File: config.mk
export PLATFORM = sky130hd
export DESIGN_NAME = pretrigger_event_capture
export DESIGN_NICKNAME = d
export VERILOG_FILES = /design/src/rtl/pec_pkg.sv /design/src/rtl/pec_cfg.sv /design/src/rtl/pec_hist.sv /design/src/rtl/pec_core.sv /design/src/rtl/pretrigger_event_capture.sv
export SDC_FILE = /design/constraint.sdc
export NUM_CORES = 2
export LEC_CHECK = 0
export BUFFER_PORTS_ARGS = -buffer_cell sky130_fd_sc_hd__buf_2
export CAP_MARGIN = 5
export CORE_ASPECT_RATIO = 1.2
export CORE_MARGIN = 4
export CORE_UTILIZATION = 44
export DETAILED_ROUTE_END_ITERATION = 16
export HOLD_SLACK_MARGIN = 0.05
export PLACE_DENSITY = 0.68
export RECOVER_POWER = 50
export SLEW_MARGIN = 25
export SYNTH_ARGS = -nofsm -noshare
export SYNTH_HDL_FRONTEND = slang
export SYNTH_MEMORY_MAX_BITS = 65536
export SYNTH_SLANG_ARGS = --single-unit
File: constraint.sdc
create_clock -name clk -period 38.3 [get_ports clk]
set_input_delay 1.915 -clock clk [delete_from_list [all_inputs] [get_ports clk]]
set_output_delay 1.915 -clock clk [all_outputs]
set_load 0.01 [all_outputs]
File: src/rtl/pec_pkg.sv
// Shared constants, types and helper functions for the pretrigger event capture block.
`default_nettype none

package pec_pkg;

	localparam int DATA_W     = 16;
	localparam int PRE_DEPTH  = 32;   // power of two: ring wrap and mean use shifts
	localparam int PRE_AW     = $clog2(PRE_DEPTH);
	localparam int EVT_DEPTH  = 256;  // power of two, larger than PRE_DEPTH
	localparam int EVT_AW     = $clog2(EVT_DEPTH);
	localparam int SUM_W      = DATA_W + PRE_AW;
	localparam int MODE_W     = 2;
	localparam int IDX_W      = 8;
	localparam int WIN_W      = 8;
	localparam int CFG_AW     = 4;
	localparam int APB_DW     = 32;
	localparam int IN_DATA_W  = 24;
	localparam int IN_PAD_W   = IN_DATA_W - DATA_W - IDX_W;
	localparam int OUT_DATA_W = 40;
	localparam int OUT_PAD_W  = OUT_DATA_W - 2 - 2 * DATA_W;

	localparam logic [DATA_W-1:0] JERK_TH_RST  = 16'd1000;
	localparam logic [DATA_W-1:0] LEVEL_TH_RST = 16'd1000;
	localparam logic [DATA_W-1:0] CONF_TH_RST  = 16'd500;
	localparam logic [WIN_W-1:0]  CONF_WIN_RST = 8'd16;

	typedef enum logic [MODE_W-1:0] {
		MODE_FEED    = 2'd0,
		MODE_RELEASE = 2'd1,
		MODE_READ    = 2'd2,
		MODE_NOP     = 2'd3
	} mode_t;

	typedef enum logic [1:0] {
		REG_JERK_TH  = 2'd0,
		REG_LEVEL_TH = 2'd1,
		REG_CONF_TH  = 2'd2,
		REG_CONF_WIN = 2'd3
	} reg_idx_t;

	typedef enum logic [2:0] {
		ST_IDLE,
		ST_EXEC,
		ST_SWEEP,
		ST_FINISH,
		ST_WAIT
	} state_t;

	typedef struct packed {
		logic [DATA_W-1:0] jerk_th;
		logic [DATA_W-1:0] level_th;
		logic [DATA_W-1:0] conf_th;
		logic [WIN_W-1:0]  conf_win;
	} cfg_t;

	// Commands from the sequencer to the history ring.
	typedef struct packed {
		logic              rd_en;
		logic [PRE_AW-1:0] rd_off;
		logic              acc;   // account a sample: sum, fill, last sample
		logic              wr;    // write sample at pointer and advance
		logic [DATA_W-1:0] smp;
	} hist_cmd_t;

	// Status from the history ring.
	typedef struct packed {
		logic              full;
		logic              have_last;
		logic [DATA_W-1:0] last;
		logic [DATA_W-1:0] baseline;
		logic [DATA_W-1:0] rd_data;
	} hist_t;

	typedef struct packed {
		logic              ready_res;
		logic              collecting;
		logic [DATA_W-1:0] read_sample;
		logic [DATA_W-1:0] peak_abs;
	} res_t;

	// Magnitude of a two's complement sample; the most negative value gives 32768.
	function automatic logic [DATA_W-1:0] abs_s(input logic [DATA_W-1:0] a);
		return a[DATA_W-1] ? (~a + 1'b1) : a;
	endfunction

	// Magnitude of the difference of two samples; fits DATA_W bits unsigned.
	function automatic logic [DATA_W-1:0] abs_diff(input logic [DATA_W-1:0] a,
			input logic [DATA_W-1:0] b);
		logic [DATA_W:0] d;
		logic [DATA_W:0] m;
		d = {a[DATA_W-1], a} - {b[DATA_W-1], b};
		m = d[DATA_W] ? (~d + 1'b1) : d;
		return m[DATA_W-1:0];
	endfunction

endpackage

`default_nettype wire

File: src/rtl/pec_cfg.sv
// Configuration register file behind the APB-style port.
`default_nettype none

module pec_cfg (
	input  wire logic                        clk,
	input  wire logic                        arst_n,
	input  wire logic                        psel,
	input  wire logic                        penable,
	input  wire logic                        pwrite,
	input  wire logic [pec_pkg::CFG_AW-1:0]  paddr,
	input  wire logic [pec_pkg::APB_DW-1:0]  pwdata,
	output logic      [pec_pkg::APB_DW-1:0]  prdata,
	output logic                             pready,
	output pec_pkg::cfg_t                    cfg
);

	pec_pkg::cfg_t    cfg_q;
	pec_pkg::reg_idx_t reg_idx;
	logic             wr_en;

	assign reg_idx = pec_pkg::reg_idx_t'(paddr[3:2]);
	assign pready  = 1'b1;
	assign wr_en   = psel && penable && pwrite && pready;
	assign cfg     = cfg_q;

	always_ff @(posedge clk or negedge arst_n) begin
		if (!arst_n) begin
			cfg_q.jerk_th  <= pec_pkg::JERK_TH_RST;
			cfg_q.level_th <= pec_pkg::LEVEL_TH_RST;
			cfg_q.conf_th  <= pec_pkg::CONF_TH_RST;
			cfg_q.conf_win <= pec_pkg::CONF_WIN_RST;
		end else if (wr_en) begin
			case (reg_idx)
				pec_pkg::REG_JERK_TH:  cfg_q.jerk_th  <= pwdata[pec_pkg::DATA_W-1:0];
				pec_pkg::REG_LEVEL_TH: cfg_q.level_th <= pwdata[pec_pkg::DATA_W-1:0];
				pec_pkg::REG_CONF_TH:  cfg_q.conf_th  <= pwdata[pec_pkg::DATA_W-1:0];
				pec_pkg::REG_CONF_WIN: cfg_q.conf_win <= pwdata[pec_pkg::WIN_W-1:0];
				default: ;
			endcase
		end
	end

	always_comb begin
		case (reg_idx)
			pec_pkg::REG_JERK_TH:  prdata = pec_pkg::APB_DW'(cfg_q.jerk_th);
			pec_pkg::REG_LEVEL_TH: prdata = pec_pkg::APB_DW'(cfg_q.level_th);
			pec_pkg::REG_CONF_TH:  prdata = pec_pkg::APB_DW'(cfg_q.conf_th);
			pec_pkg::REG_CONF_WIN: prdata = pec_pkg::APB_DW'(cfg_q.conf_win);
			default:               prdata = '0;
		endcase
	end

endmodule

`default_nettype wire

File: src/rtl/pec_hist.sv
// Pretrigger history ring: sample memory, pointer, fill count and running sum.
`default_nettype none

module pec_hist (
	input  wire logic               clk,
	input  wire logic               arst_n,
	input  pec_pkg::hist_cmd_t      cmd,
	output pec_pkg::hist_t          st
);

	logic [pec_pkg::DATA_W-1:0] ring [pec_pkg::PRE_DEPTH];
	logic [pec_pkg::DATA_W-1:0] rd_data_q;
	logic [pec_pkg::PRE_AW-1:0] ptr_q;
	logic [pec_pkg::PRE_AW:0]   fill_q;
	logic [pec_pkg::SUM_W-1:0]  sum_q;
	logic [pec_pkg::DATA_W-1:0] last_q;
	logic                       have_last_q;

	logic [pec_pkg::PRE_AW-1:0] rd_addr;
	logic                       full;
	logic [pec_pkg::SUM_W-1:0]  old_ext;
	logic [pec_pkg::SUM_W-1:0]  smp_ext;
	logic [pec_pkg::SUM_W-1:0]  bias;
	logic [pec_pkg::SUM_W-1:0]  adj;

	assign rd_addr = ptr_q + cmd.rd_off;
	assign full    = (fill_q == (pec_pkg::PRE_AW + 1)'(pec_pkg::PRE_DEPTH));

	// The entry under the pointer was read at accept; it leaves the sum once the ring is full.
	assign old_ext = full ? {{pec_pkg::PRE_AW{rd_data_q[pec_pkg::DATA_W-1]}}, rd_data_q} : '0;
	assign smp_ext = {{pec_pkg::PRE_AW{cmd.smp[pec_pkg::DATA_W-1]}}, cmd.smp};

	// Mean truncated toward zero: bias negative sums before the shift.
	assign bias = sum_q[pec_pkg::SUM_W-1] ? pec_pkg::SUM_W'(pec_pkg::PRE_DEPTH - 1) : '0;
	assign adj  = sum_q + bias;

	always_ff @(posedge clk) begin
		if (cmd.wr) begin
			ring[ptr_q] <= cmd.smp;
		end
		if (cmd.rd_en) begin
			rd_data_q <= ring[rd_addr];
		end
	end

	always_ff @(posedge clk or negedge arst_n) begin
		if (!arst_n) begin
			ptr_q       <= '0;
			fill_q      <= '0;
			sum_q       <= '0;
			last_q      <= '0;
			have_last_q <= 1'b0;
		end else begin
			if (cmd.wr) begin
				ptr_q <= ptr_q + 1'b1;
			end
			if (cmd.acc) begin
				sum_q       <= sum_q - old_ext + smp_ext;
				last_q      <= cmd.smp;
				have_last_q <= 1'b1;
				if (!full) begin
					fill_q <= fill_q + 1'b1;
				end
			end
		end
	end

	assign st.full      = full;
	assign st.have_last = have_last_q;
	assign st.last      = last_q;
	assign st.baseline  = adj[pec_pkg::SUM_W-1:pec_pkg::PRE_AW];
	assign st.rd_data   = rd_data_q;

endmodule

`default_nettype wire

File: src/rtl/pec_core.sv
// Item sequencer with the event store memory and the event state registers.
`default_nettype none

module pec_core (
	input  wire logic                        clk,
	input  wire logic                        arst_n,
	input  pec_pkg::cfg_t                    cfg,
	input  wire logic                        in_valid,
	output logic                             in_ready,
	input  wire logic [pec_pkg::MODE_W-1:0]  in_mode,
	input  wire logic [pec_pkg::DATA_W-1:0]  in_sample,
	input  wire logic [pec_pkg::IDX_W-1:0]   in_index,
	input  wire logic                        out_free,
	output logic                             res_valid,
	output pec_pkg::res_t                    res,
	output pec_pkg::hist_cmd_t               hcmd,
	input  pec_pkg::hist_t                   hist
);

	localparam int FILL_W = pec_pkg::EVT_AW + 1;
	localparam int LIM_W  = pec_pkg::EVT_AW + 2;

	logic [pec_pkg::DATA_W-1:0] store [pec_pkg::EVT_DEPTH];
	logic [pec_pkg::DATA_W-1:0] store_rd_q;

	pec_pkg::state_t            state_q, state_d;
	pec_pkg::mode_t             mode_s1;
	logic [pec_pkg::DATA_W-1:0] smp_s1;
	logic [pec_pkg::PRE_AW:0]   cnt_q, cnt_d;
	logic [FILL_W-1:0]          fill_q, fill_d;
	logic [pec_pkg::DATA_W-1:0] peak_q, peak_d;
	logic [pec_pkg::DATA_W-1:0] base_q, base_d;
	logic                       conf_q, conf_d;
	logic                       capt_q, capt_d;
	logic                       held_q, held_d;
	logic [pec_pkg::DATA_W-1:0] rd_q;

	logic                       accept;
	logic                       trig;
	logic                       start;
	logic                       emit;
	logic [pec_pkg::DATA_W-1:0] rd_now;
	logic [pec_pkg::DATA_W-1:0] mag;
	logic [FILL_W-1:0]          fill_inc;
	logic [LIM_W-1:0]           win_lim;
	logic                       st_we;
	logic [pec_pkg::EVT_AW-1:0] st_waddr;
	logic [pec_pkg::DATA_W-1:0] st_wdata;

	assign accept   = in_valid && in_ready;
	assign mag      = pec_pkg::abs_s(smp_s1);
	assign fill_inc = fill_q + 1'b1;
	assign win_lim  = LIM_W'(pec_pkg::PRE_DEPTH) + LIM_W'(cfg.conf_win);

	assign trig = hist.full && hist.have_last
		&& (pec_pkg::abs_diff(smp_s1, hist.last) >= cfg.jerk_th)
		&& (mag >= cfg.level_th);
	assign start = (state_q == pec_pkg::ST_EXEC) && (mode_s1 == pec_pkg::MODE_FEED)
		&& !held_q && !capt_q && trig;

	// Event store: written by the sequencer, read at the index of an accepted item.
	always_ff @(posedge clk) begin
		if (st_we) begin
			store[st_waddr] <= st_wdata;
		end
		if (accept) begin
			store_rd_q <= store[in_index];
		end
	end

	// Next state.
	always_comb begin
		state_d = state_q;
		case (state_q)
			pec_pkg::ST_IDLE: begin
				if (accept) begin
					state_d = pec_pkg::ST_EXEC;
				end
			end
			pec_pkg::ST_EXEC: begin
				if (start) begin
					state_d = pec_pkg::ST_SWEEP;
				end else begin
					state_d = out_free ? pec_pkg::ST_IDLE : pec_pkg::ST_WAIT;
				end
			end
			pec_pkg::ST_SWEEP: begin
				if (cnt_q == (pec_pkg::PRE_AW + 1)'(pec_pkg::PRE_DEPTH)) begin
					state_d = pec_pkg::ST_FINISH;
				end
			end
			pec_pkg::ST_FINISH: begin
				state_d = out_free ? pec_pkg::ST_IDLE : pec_pkg::ST_WAIT;
			end
			pec_pkg::ST_WAIT: begin
				if (out_free) begin
					state_d = pec_pkg::ST_IDLE;
				end
			end
			default: state_d = pec_pkg::ST_IDLE;
		endcase
	end

	// Datapath and outputs.
	always_comb begin
		in_ready    = 1'b0;
		hcmd        = '0;
		hcmd.smp    = smp_s1;
		st_we       = 1'b0;
		st_waddr    = '0;
		st_wdata    = smp_s1;
		cnt_d       = '0;
		fill_d      = fill_q;
		peak_d      = peak_q;
		base_d      = base_q;
		conf_d      = conf_q;
		capt_d      = capt_q;
		held_d      = held_q;
		rd_now      = '0;
		emit        = 1'b0;
		case (state_q)
			pec_pkg::ST_IDLE: begin
				in_ready = 1'b1;
				// Fetch the ring entry that the next sample displaces.
				hcmd.rd_en = accept;
			end
			pec_pkg::ST_EXEC: begin
				emit = !start;
				case (mode_s1)
					pec_pkg::MODE_FEED: begin
						if (!held_q) begin
							hcmd.acc = 1'b1;
							if (capt_q) begin
								hcmd.wr  = 1'b1;
								st_we    = !fill_q[FILL_W-1];
								st_waddr = fill_q[pec_pkg::EVT_AW-1:0];
								fill_d   = fill_inc;
								peak_d   = (mag > peak_q) ? mag : peak_q;
								conf_d   = conf_q || (pec_pkg::abs_diff(smp_s1, base_q)
									>= cfg.conf_th);
								if (!conf_d && (LIM_W'(fill_inc) >= win_lim)) begin
									// Drop an event that missed its confirmation window.
									capt_d = 1'b0;
									fill_d = '0;
									peak_d = '0;
								end else if (fill_inc >= FILL_W'(pec_pkg::EVT_DEPTH)) begin
									capt_d = 1'b0;
									held_d = 1'b1;
								end
							end else if (trig) begin
								// Hold the ring write until the sweep has copied it.
								base_d = hist.baseline;
							end else begin
								hcmd.wr = 1'b1;
							end
						end
					end
					pec_pkg::MODE_RELEASE: begin
						held_d = 1'b0;
						conf_d = 1'b0;
						fill_d = '0;
						peak_d = '0;
					end
					pec_pkg::MODE_READ: begin
						rd_now = held_q ? store_rd_q : '0;
					end
					default: ;
				endcase
			end
			pec_pkg::ST_SWEEP: begin
				// Copy the ring oldest first; each entry is written in the cycle after its read.
				hcmd.rd_en  = (cnt_q < (pec_pkg::PRE_AW + 1)'(pec_pkg::PRE_DEPTH));
				hcmd.rd_off = cnt_q[pec_pkg::PRE_AW-1:0];
				st_we       = (cnt_q != '0);
				st_waddr    = pec_pkg::EVT_AW'(cnt_q - 1'b1);
				st_wdata    = hist.rd_data;
				cnt_d       = cnt_q + 1'b1;
			end
			pec_pkg::ST_FINISH: begin
				emit     = 1'b1;
				hcmd.wr  = 1'b1;
				st_we    = 1'b1;
				st_waddr = pec_pkg::EVT_AW'(pec_pkg::PRE_DEPTH);
				fill_d   = FILL_W'(pec_pkg::PRE_DEPTH + 1);
				peak_d   = mag;
				conf_d   = (pec_pkg::abs_diff(smp_s1, base_q) >= cfg.conf_th);
				capt_d   = 1'b1;
			end
			pec_pkg::ST_WAIT: begin
				emit = 1'b1;
			end
			default: ;
		endcase

		res_valid       = emit && out_free;
		res.ready_res   = held_d;
		res.collecting  = capt_d;
		res.read_sample = (state_q == pec_pkg::ST_WAIT) ? rd_q : rd_now;
		res.peak_abs    = peak_d;
	end

	always_ff @(posedge clk) begin
		if (accept) begin
			mode_s1 <= pec_pkg::mode_t'(in_mode);
			smp_s1  <= in_sample;
		end
		if (state_q != pec_pkg::ST_WAIT) begin
			rd_q <= rd_now;
		end
		base_q <= base_d;
	end

	always_ff @(posedge clk or negedge arst_n) begin
		if (!arst_n) begin
			state_q <= pec_pkg::ST_IDLE;
			cnt_q   <= '0;
			fill_q  <= '0;
			peak_q  <= '0;
			conf_q  <= 1'b0;
			capt_q  <= 1'b0;
			held_q  <= 1'b0;
		end else begin
			state_q <= state_d;
			cnt_q   <= cnt_d;
			fill_q  <= fill_d;
			peak_q  <= peak_d;
			conf_q  <= conf_d;
			capt_q  <= capt_d;
			held_q  <= held_d;
		end
	end

endmodule

`default_nettype wire

File: src/rtl/pretrigger_event_capture.sv
// Top level of the pretrigger event capture block: ports, output register, submodules.
//
// Usage: items enter on the s_ group. tuser carries the mode (0 feed a sample, 1 release
// the held event, 2 read one stored event sample, 3 no operation); tdata carries the
// sample and the read index. Every accepted item yields exactly one result item on the
// m_ group: held flag, capturing flag, the read sample (mode 2 while an event is held,
// else zero) and the peak magnitude of the current or held event.
// Thresholds and the confirmation window sit in four APB registers at byte addresses
// 0, 4, 8 and 12; write them only while the block is idle.
// Sequencing: a plain item is accepted, then takes one read-modify-write pass over the
// event state before its result. For a sample that triggers an event, the 32-entry
// history ring is copied into the event memory one entry a cycle through the ring's
// single read port, then the trigger sample is committed.
// One item is in flight at a time; s_tready is high only while the sequencer is idle.
// Reset: thresholds return to their defaults, history and event state clear; the event
// memory contents are not cleared and are only read once a full event is held.
// Stall: results sit in an output register; a new item is accepted while a result waits,
// and the sequencer holds its result until the output register frees up.
`default_nettype none

module pretrigger_event_capture (
	input  wire logic                            clk,
	input  wire logic                            arst_n,
	// item in
	input  wire logic                            s_tvalid,
	output logic                                 s_tready,
	input  wire logic [pec_pkg::IN_DATA_W-1:0]   s_tdata,  // [15:0] sample, [23:16] read_index
	input  wire logic [pec_pkg::MODE_W-1:0]      s_tuser,  // [1:0] mode
	// item out
	output logic                                 m_tvalid,
	input  wire logic                            m_tready,
	output logic      [pec_pkg::OUT_DATA_W-1:0]  m_tdata,  // [0] ready_res, [1] collecting,
	                                                       // [17:2] read_sample,
	                                                       // [33:18] peak_abs, rest zero
	// configuration
	input  wire logic                            psel,
	input  wire logic                            penable,
	input  wire logic                            pwrite,
	input  wire logic [pec_pkg::CFG_AW-1:0]      paddr,
	input  wire logic [pec_pkg::APB_DW-1:0]      pwdata,
	output logic      [pec_pkg::APB_DW-1:0]      prdata,
	output logic                                 pready
);

	pec_pkg::cfg_t      cfg;
	pec_pkg::hist_cmd_t hcmd;
	pec_pkg::hist_t     hist;
	pec_pkg::res_t      res;
	logic               res_valid;
	logic               out_free;

	logic                              m_tvalid_q;
	logic [pec_pkg::OUT_DATA_W-1:0]    m_tdata_q;

	pec_cfg u_cfg (
		.clk     (clk),
		.arst_n  (arst_n),
		.psel    (psel),
		.penable (penable),
		.pwrite  (pwrite),
		.paddr   (paddr),
		.pwdata  (pwdata),
		.prdata  (prdata),
		.pready  (pready),
		.cfg     (cfg)
	);

	pec_hist u_hist (
		.clk    (clk),
		.arst_n (arst_n),
		.cmd    (hcmd),
		.st     (hist)
	);

	pec_core u_core (
		.clk       (clk),
		.arst_n    (arst_n),
		.cfg       (cfg),
		.in_valid  (s_tvalid),
		.in_ready  (s_tready),
		.in_mode   (s_tuser),
		.in_sample (s_tdata[pec_pkg::DATA_W-1:0]),
		.in_index  (s_tdata[pec_pkg::DATA_W +: pec_pkg::IDX_W]),
		.out_free  (out_free),
		.res_valid (res_valid),
		.res       (res),
		.hcmd      (hcmd),
		.hist      (hist)
	);

	// Output register frees up when empty or drained this cycle.
	assign out_free = !m_tvalid_q || m_tready;

	always_ff @(posedge clk or negedge arst_n) begin
		if (!arst_n) begin
			m_tvalid_q <= 1'b0;
		end else if (res_valid) begin
			m_tvalid_q <= 1'b1;
		end else if (m_tready) begin
			m_tvalid_q <= 1'b0;
		end
	end

	// Pack the result fields, lowest field in the lowest bits.
	always_ff @(posedge clk) begin
		if (res_valid) begin
			m_tdata_q <= {{pec_pkg::OUT_PAD_W{1'b0}}, res.peak_abs, res.read_sample,
				res.collecting, res.ready_res};
		end
	end

	assign m_tvalid = m_tvalid_q;
	assign m_tdata  = m_tdata_q;

endmodule

`default_nettype wire
Word level (Yosys, flattened, before mapping)
Memories as Yosys holds them, arrays and structs flattened. A register that Yosys moved wholly into a read port is not among the register bits.
Cells that the tools add are included.
{ "classes": {"add_sub_neg": 15, "magnitude_cmp": 7, "eq_ne": 18, "muxes": 69, "n_bitwise": 6, "reduce_logical": 35} }
{ "ops": {"columns": ["operator", "n"], "rows": [
  ["$mux 16", 12],
  ["$pmux 32 s4", 1],
  ["$pmux 16 s2", 2],
  ["$add 16x1->16 const B", 3],
  ["$ge 16x16->1", 3],
  ["$not 16->16", 3],
  ["$add 21x21->21", 2],
  ["$pmux 9 s2", 2],
  ["$sub 16x16->17", 2],
  ["$mux 9", 3],
  ["$mux 1", 25],
  ["$mux 8", 3],
  ["$pmux 8 s3", 1],
  ["$mux 21", 1],
  ["$sub 21x21->21", 1],
  ["$gt 16x16->1", 1],
  ["$mux 3", 5],
  ["$pmux 3 s5", 1],
  ["$pmux 1 s2", 7],
  ["$add 6x1->6 const B", 2],
  ["$eq 6x6->1 const B", 2],
  ["$logic_and 1x1->1", 12],
  ["$ge 9x10->1", 1],
  ["$mux 5", 2],
  ["other kinds (30)", 53]
]} }
{ "word_totals": {"regBits": 227, "ramBits": 4608, "input_bits": 69, "output_inout_bits": 75, "wordCells": 174, "memories": 2} }
{ "mem_list": {"columns": ["name", "depth", "width", "read_ports", "rd_ports_with_merged_regs", "wr", "line", "source"], "rows": [
  ["u_core.store", 256, 16, 1, 1, 1, "pec_core.sv:23", "logic [pec_pkg::DATA_W-1:0] store [pec_pkg::EVT_DEPTH];"],
  ["u_hist.ring", 32, 16, 1, 1, 1, "pec_hist.sv:11", "logic [pec_pkg::DATA_W-1:0] ring [pec_pkg::PRE_DEPTH];"]
]} }

Logic depth before layout (Yosys ltp)
{ "logic_depth": {"depth_word": 14, "mapped_depth": 23} }

Cells and area by module
Synthesis repeated with hierarchy kept, for this count alone.
{ "unflattened": {"cells_unflattened": 8537, "hier_area_um2": 192826.2} }
{ "by_module_without_submodules": {"columns": ["module", "instances", "cells_each", "area_per_inst_um2", "seq_area_each_um2"], "rows": [
  ["pec_core", 1, 7065, 164800.6, 125905.8],
  ["pec_hist", 1, 1247, 24207.0, 17081.4],
  ["pec_cfg", 1, 181, 2701.3, 1425.1],
  ["pretrigger_event_capture", 1, 44, 1117.3, 1046.0]
]} }

Least setup slack after synthesis
Ideal clock, no wire load.
{ "synth_timing": {"path_kind": "reg2reg", "startpoint": "register u_core.smp_s1[15] in the netlist's numbering", "endpoint": "memory u_core.store[0][15] in the netlist's numbering, data pin", "setup_time_ns": 2.188, "arrival_ns": 11.213, "required_time_ns": 36.112, "path_slack_ns": 24.898, "stages_incl_launch_ff": 4, "n_path_buf": 1, "synth_period_minus_slack_ns": 13.402, "cell_sequence": "edfxtp_1 > clkbuf_1 > inv_1 > o21ai_0"} }
{ "synth_between": {"elab_chain_cells": 1} }
{ "synth_rtl": {"columns": ["item", "line", "source"], "rows": [
  ["from (decl)", "pec_core.sv:28", "logic [pec_pkg::DATA_W-1:0] smp_s1;"],
  ["from (signal assigned)", "pec_core.sv:205", "smp_s1 <= in_sample;"],
  ["$mux 16", "pec_core.sv:121", "case (state_q)"],
  ["net u_core.st_wdata (one bit)", "pec_core.sv:48", "logic [pec_pkg::DATA_W-1:0] st_wdata;"],
  ["to (decl)", "pec_core.sv:23", null]
]} }
The timed path passes the listed nets, and every way through them passes these cells.

Worst setup path after layout
{ "layout_timing": {"startpoint": "register u_core.smp_s1[14] in the netlist's numbering", "endpoint": "memory u_core.store[136][14] in the netlist's numbering, data pin"} }
Same word-level chain as after synthesis.

==> key figures <==
Status
  – Outcome: complete, but fails checks
  – Failing checks: capacitance limit, slew limit

Critical path
  – Slowest CP cell: clkbuf_1
  – Flop2flop setup slack: 25.22 ns
  – Crit-path most repeated cell: clkbuf_1
  – Crit Path Class: reg2reg
  – Crit-path leading delay family: buffers and inverters
  – CP Capture Type: register
  – Buffers and inverters on the worst path: 4
  – Startpoint Class: register
  – CP endpoint: u_core.store[136][14]
  – Crit-path cells: clkbuf_1 > inv_1 > o21ai_0 > clkbuf_1 > clkbuf_1
  – Stages on worst setup path: 5
  – Reg2reg start: u_core.smp_s1[14]
  – Req. time, crit path: 38.01 ns
  – Crit-path max FO: 158
  – Worst r2r dst: u_core.store[136][14]
  – Worst r2r path cells: 5
  – Critical path launch point: u_core.smp_s1[14]
  – Worst path max stage delay: 5.00 ns
  – Crit path arrival time: 12.79 ns

Synth
  – Main synth FF type: edfxtp_1
  – Ys async rst share: 2.94%
  – Synthesized cell area: 192000 µm²
  – Number of flops mapped to enable cells by yosys: 4724
  – Syn Area/Cell: 22.2 µm²
  – Post-synthesis cell count: 8680
  – Sequential fraction of the synthesis area: 75.6%
  – Unique masters post-synth: 66
  – Synth Register Bits: 4867
  – Synth warnings: 0

Clock tree
  – Max clock buf depth: 4
  – Clk sinks: 4867
  – CTS tree: yes
  – Root Buffer: clkbuf_16
  – Clock-pin slew on the worst setup and hold paths: 0.06 ns
  – Total CTS buffers: 465
  – Setup bufs post-CTS: 0
  – H-tree levels: 5
  – Hold buffers post-CTS: 0
  – # resized after CTS: 0
  – Later-pin clock latency in the skew report: 1.00 ns

Timing
  – Setup WS post-layout: 25.22 ns
  – Setup TNS Final: 0 ns
  – Final Hold Fails: 0
  – Final worst-path cycle share: 34.2%
  – Worst-Margin Slew: 8.73 ns
  – Slew headroom: -482%
  – Fin Clk Skew: 0.0953 ns
  – Fin crit period: 13.08 ns
  – Fmax: 76.4 MHz
  – Final setup vio count: 0
  – Final Max Tran Viols: 4724
  – RSZ-0062 raised after global routing: no

Detailed routing
  – WL/cell: 29.0 µm
  – TritonRoute pass-1 iters: 8
  – Final wirelength: 447000 µm
  – Via count: 90200
  – Initial DRC Count: 11000
  – Vias per Instance: 5.86
  – Final ANT Viol Nets: 0
  – DRC violations left: 0

Power and ir drop
  – Peak supply drop: 0.0427 mV
  – LEAKAGE: 68.4 nW
  – Tot Pwr: 11.8 mW
  – Pwr Density: 54.5 nW/µm²

Finish
  – Layout cells sized above 1: 27.6%
  – Final Instance Area: 216000 µm²
  – Post-layout util: 49.8%
  – P&R area growth vs syn: 12.5%
  – Commonest non-fill, non-tap cell in the layout: edfxtp_1
  – Most frequent cells in the layout: 4724 x edfxtp_1, 1480 x mux4_2, 467 x clkbuf_16
  – # nets final: 9476

Global route
  – First-pass GRT wire length: 649000 µm
  – Total congestion overflow: 0
  – Largest net degree at the start of global routing: 256
  – Initial antenna violation count: 26
  – GRT Util Overall: 19.7%
  – Vias in the first global route: 92200

Placement
  – Port bufs: 102
  – DP Wirelength: 265000 µm
  – Post-DP Area: 202000 µm²
  – Worst slack at placement: 29.16 ns
  – Placer Congestion: 0.853

Job
  – Max cap viols: 66

Floorplan
  – Row count: 265
  – Core Region: 435000 µm²
  – DIE AREA: 448000 µm²
  – I/O pins: 144
  – Die Y: 732 µm
  – Initial core utilization: 44.3%
  – Die outline width: 612 µm

Min path
  – Hold crit path type: reg2reg
## report_power, final
part	internal, mW	switching (mW)
logic	0.536	0.775
registers	5.97	0.0491
clock network	2.52	1.96
## registers in the layout, indices dropped and copies added, names as in the netlist
signal and flops:
u_core.mode_s1 2, u_core.capt_q 1, u_core.rd_q 16, u_core.base_q 16, m_tvalid 1, u_hist.ring 512
u_core.held_q 1, m_tdata 34, u_core.state_q 3, u_hist.ptr_q 5, u_core.smp_s1 16, u_core.cnt_q 6
u_hist.have_last_q 1, u_hist.last_q 16, u_core.store 4096, u_hist.rd_data_q 16, u_hist.fill_q 6, u_core.store_rd_q 16
u_core.conf_q 1, u_cfg.cfg 56, u_core.peak_q 16, u_hist.sum_q 21, u_core.fill_q 9
## cell families (layout without fill, tap and decap cells)
logic type	count (synthesis)	count (layout)	share of synthesized area, %
flops	4867	4867	75.6
mux	1564	1564	17.8
simple gates	829	829	1.88
buf+inv	647	1583	1.39
compound gates	476	476	1.56
fa+ha+maj	170	170	1.20
xor+xnor	125	125	0.576
other cells	2	35	0.00390
## final cells by class
type,instances,area (µm²)
Sequential cell,4867,145000
Fill cell,33700,218000
Clock inverter,323,2870
Tap cell,5740,7180
Antenna cell,12,30.0
Multi-Input combinational cell,3187,44600
Inverter,193,724
Clock buffer,544,12000
Timing Repair Buffer,523,3470
## worst min-delay path by stage
| stage | endpoint | startpoint | cells past startpoint | slack (ns) |
|---|---|---|---|---|
| after global routing | u_hist.sum_q[6] | u_hist.sum_q[6] | 1 | 0.52 |
| after global placement | u_hist.have_last_q | u_hist.have_last_q | 1 | 0.45 |
| after floorplan | u_hist.have_last_q | u_hist.have_last_q | 1 | 0.44 |
| after detailed placement | u_hist.have_last_q | u_hist.have_last_q | 1 | 0.46 |
| final | u_hist.have_last_q | u_hist.have_last_q | 1 | 0.48 |
| after CTS | u_hist.have_last_q | u_hist.have_last_q | 1 | 0.48 |
## cells in the mapped netlist (34+ instances only)
master / number / share of area (%)
edfxtp_1: 4724 / 74
mux4_2: 1480 / 17
nor2_1: 389 / 0.76
clkbuf_1: 269 / 0.52
nand2_1: 218 / 0.43
inv_1: 193 / 0.38
o21ai_0: 154 / 0.40
ha_1: 147 / 0.96
dfrtp_1: 124 / 1.6
a21oi_1: 98 / 0.25
buf_2: 96 / 0.25
xnor2_1: 92 / 0.42
buf_1: 60 / 0.12
a21o_1: 50 / 0.20
and2_1: 44 / 0.14
mux2_2: 43 / 0.25
mux2i_1: 41 / 0.21
nor2b_1: 35 / 0.11
a22oi_1: 34 / 0.13
nand3_1: 34 / 0.088
## routing by layer
| metal | track usage (%) | up-vias | part of all wire [%] |
|---|---|---|---|
| met4 | 7.39 | 12 | 4.2 |
| met2 | 32.4 | 4031 | 50 |
| met1 | 26.3 | 48000 | 38 |
| met5 | 0 | - | 0.019 |
| li1 | - | 37400 | - |
| met3 | 3.75 | 783 | 8.3 |
## stage by stage
step	hold slack [ns]	std cells
2_1_floorplan	0.435	8701
3_3_place_gp	0.450	14500
3_5_place_dp	0.460	14500
4_1_cts	0.476	15400
5_1_grt	0.515	15400
6_report	0.476	15400
Power figures use the tool's default switching activity.
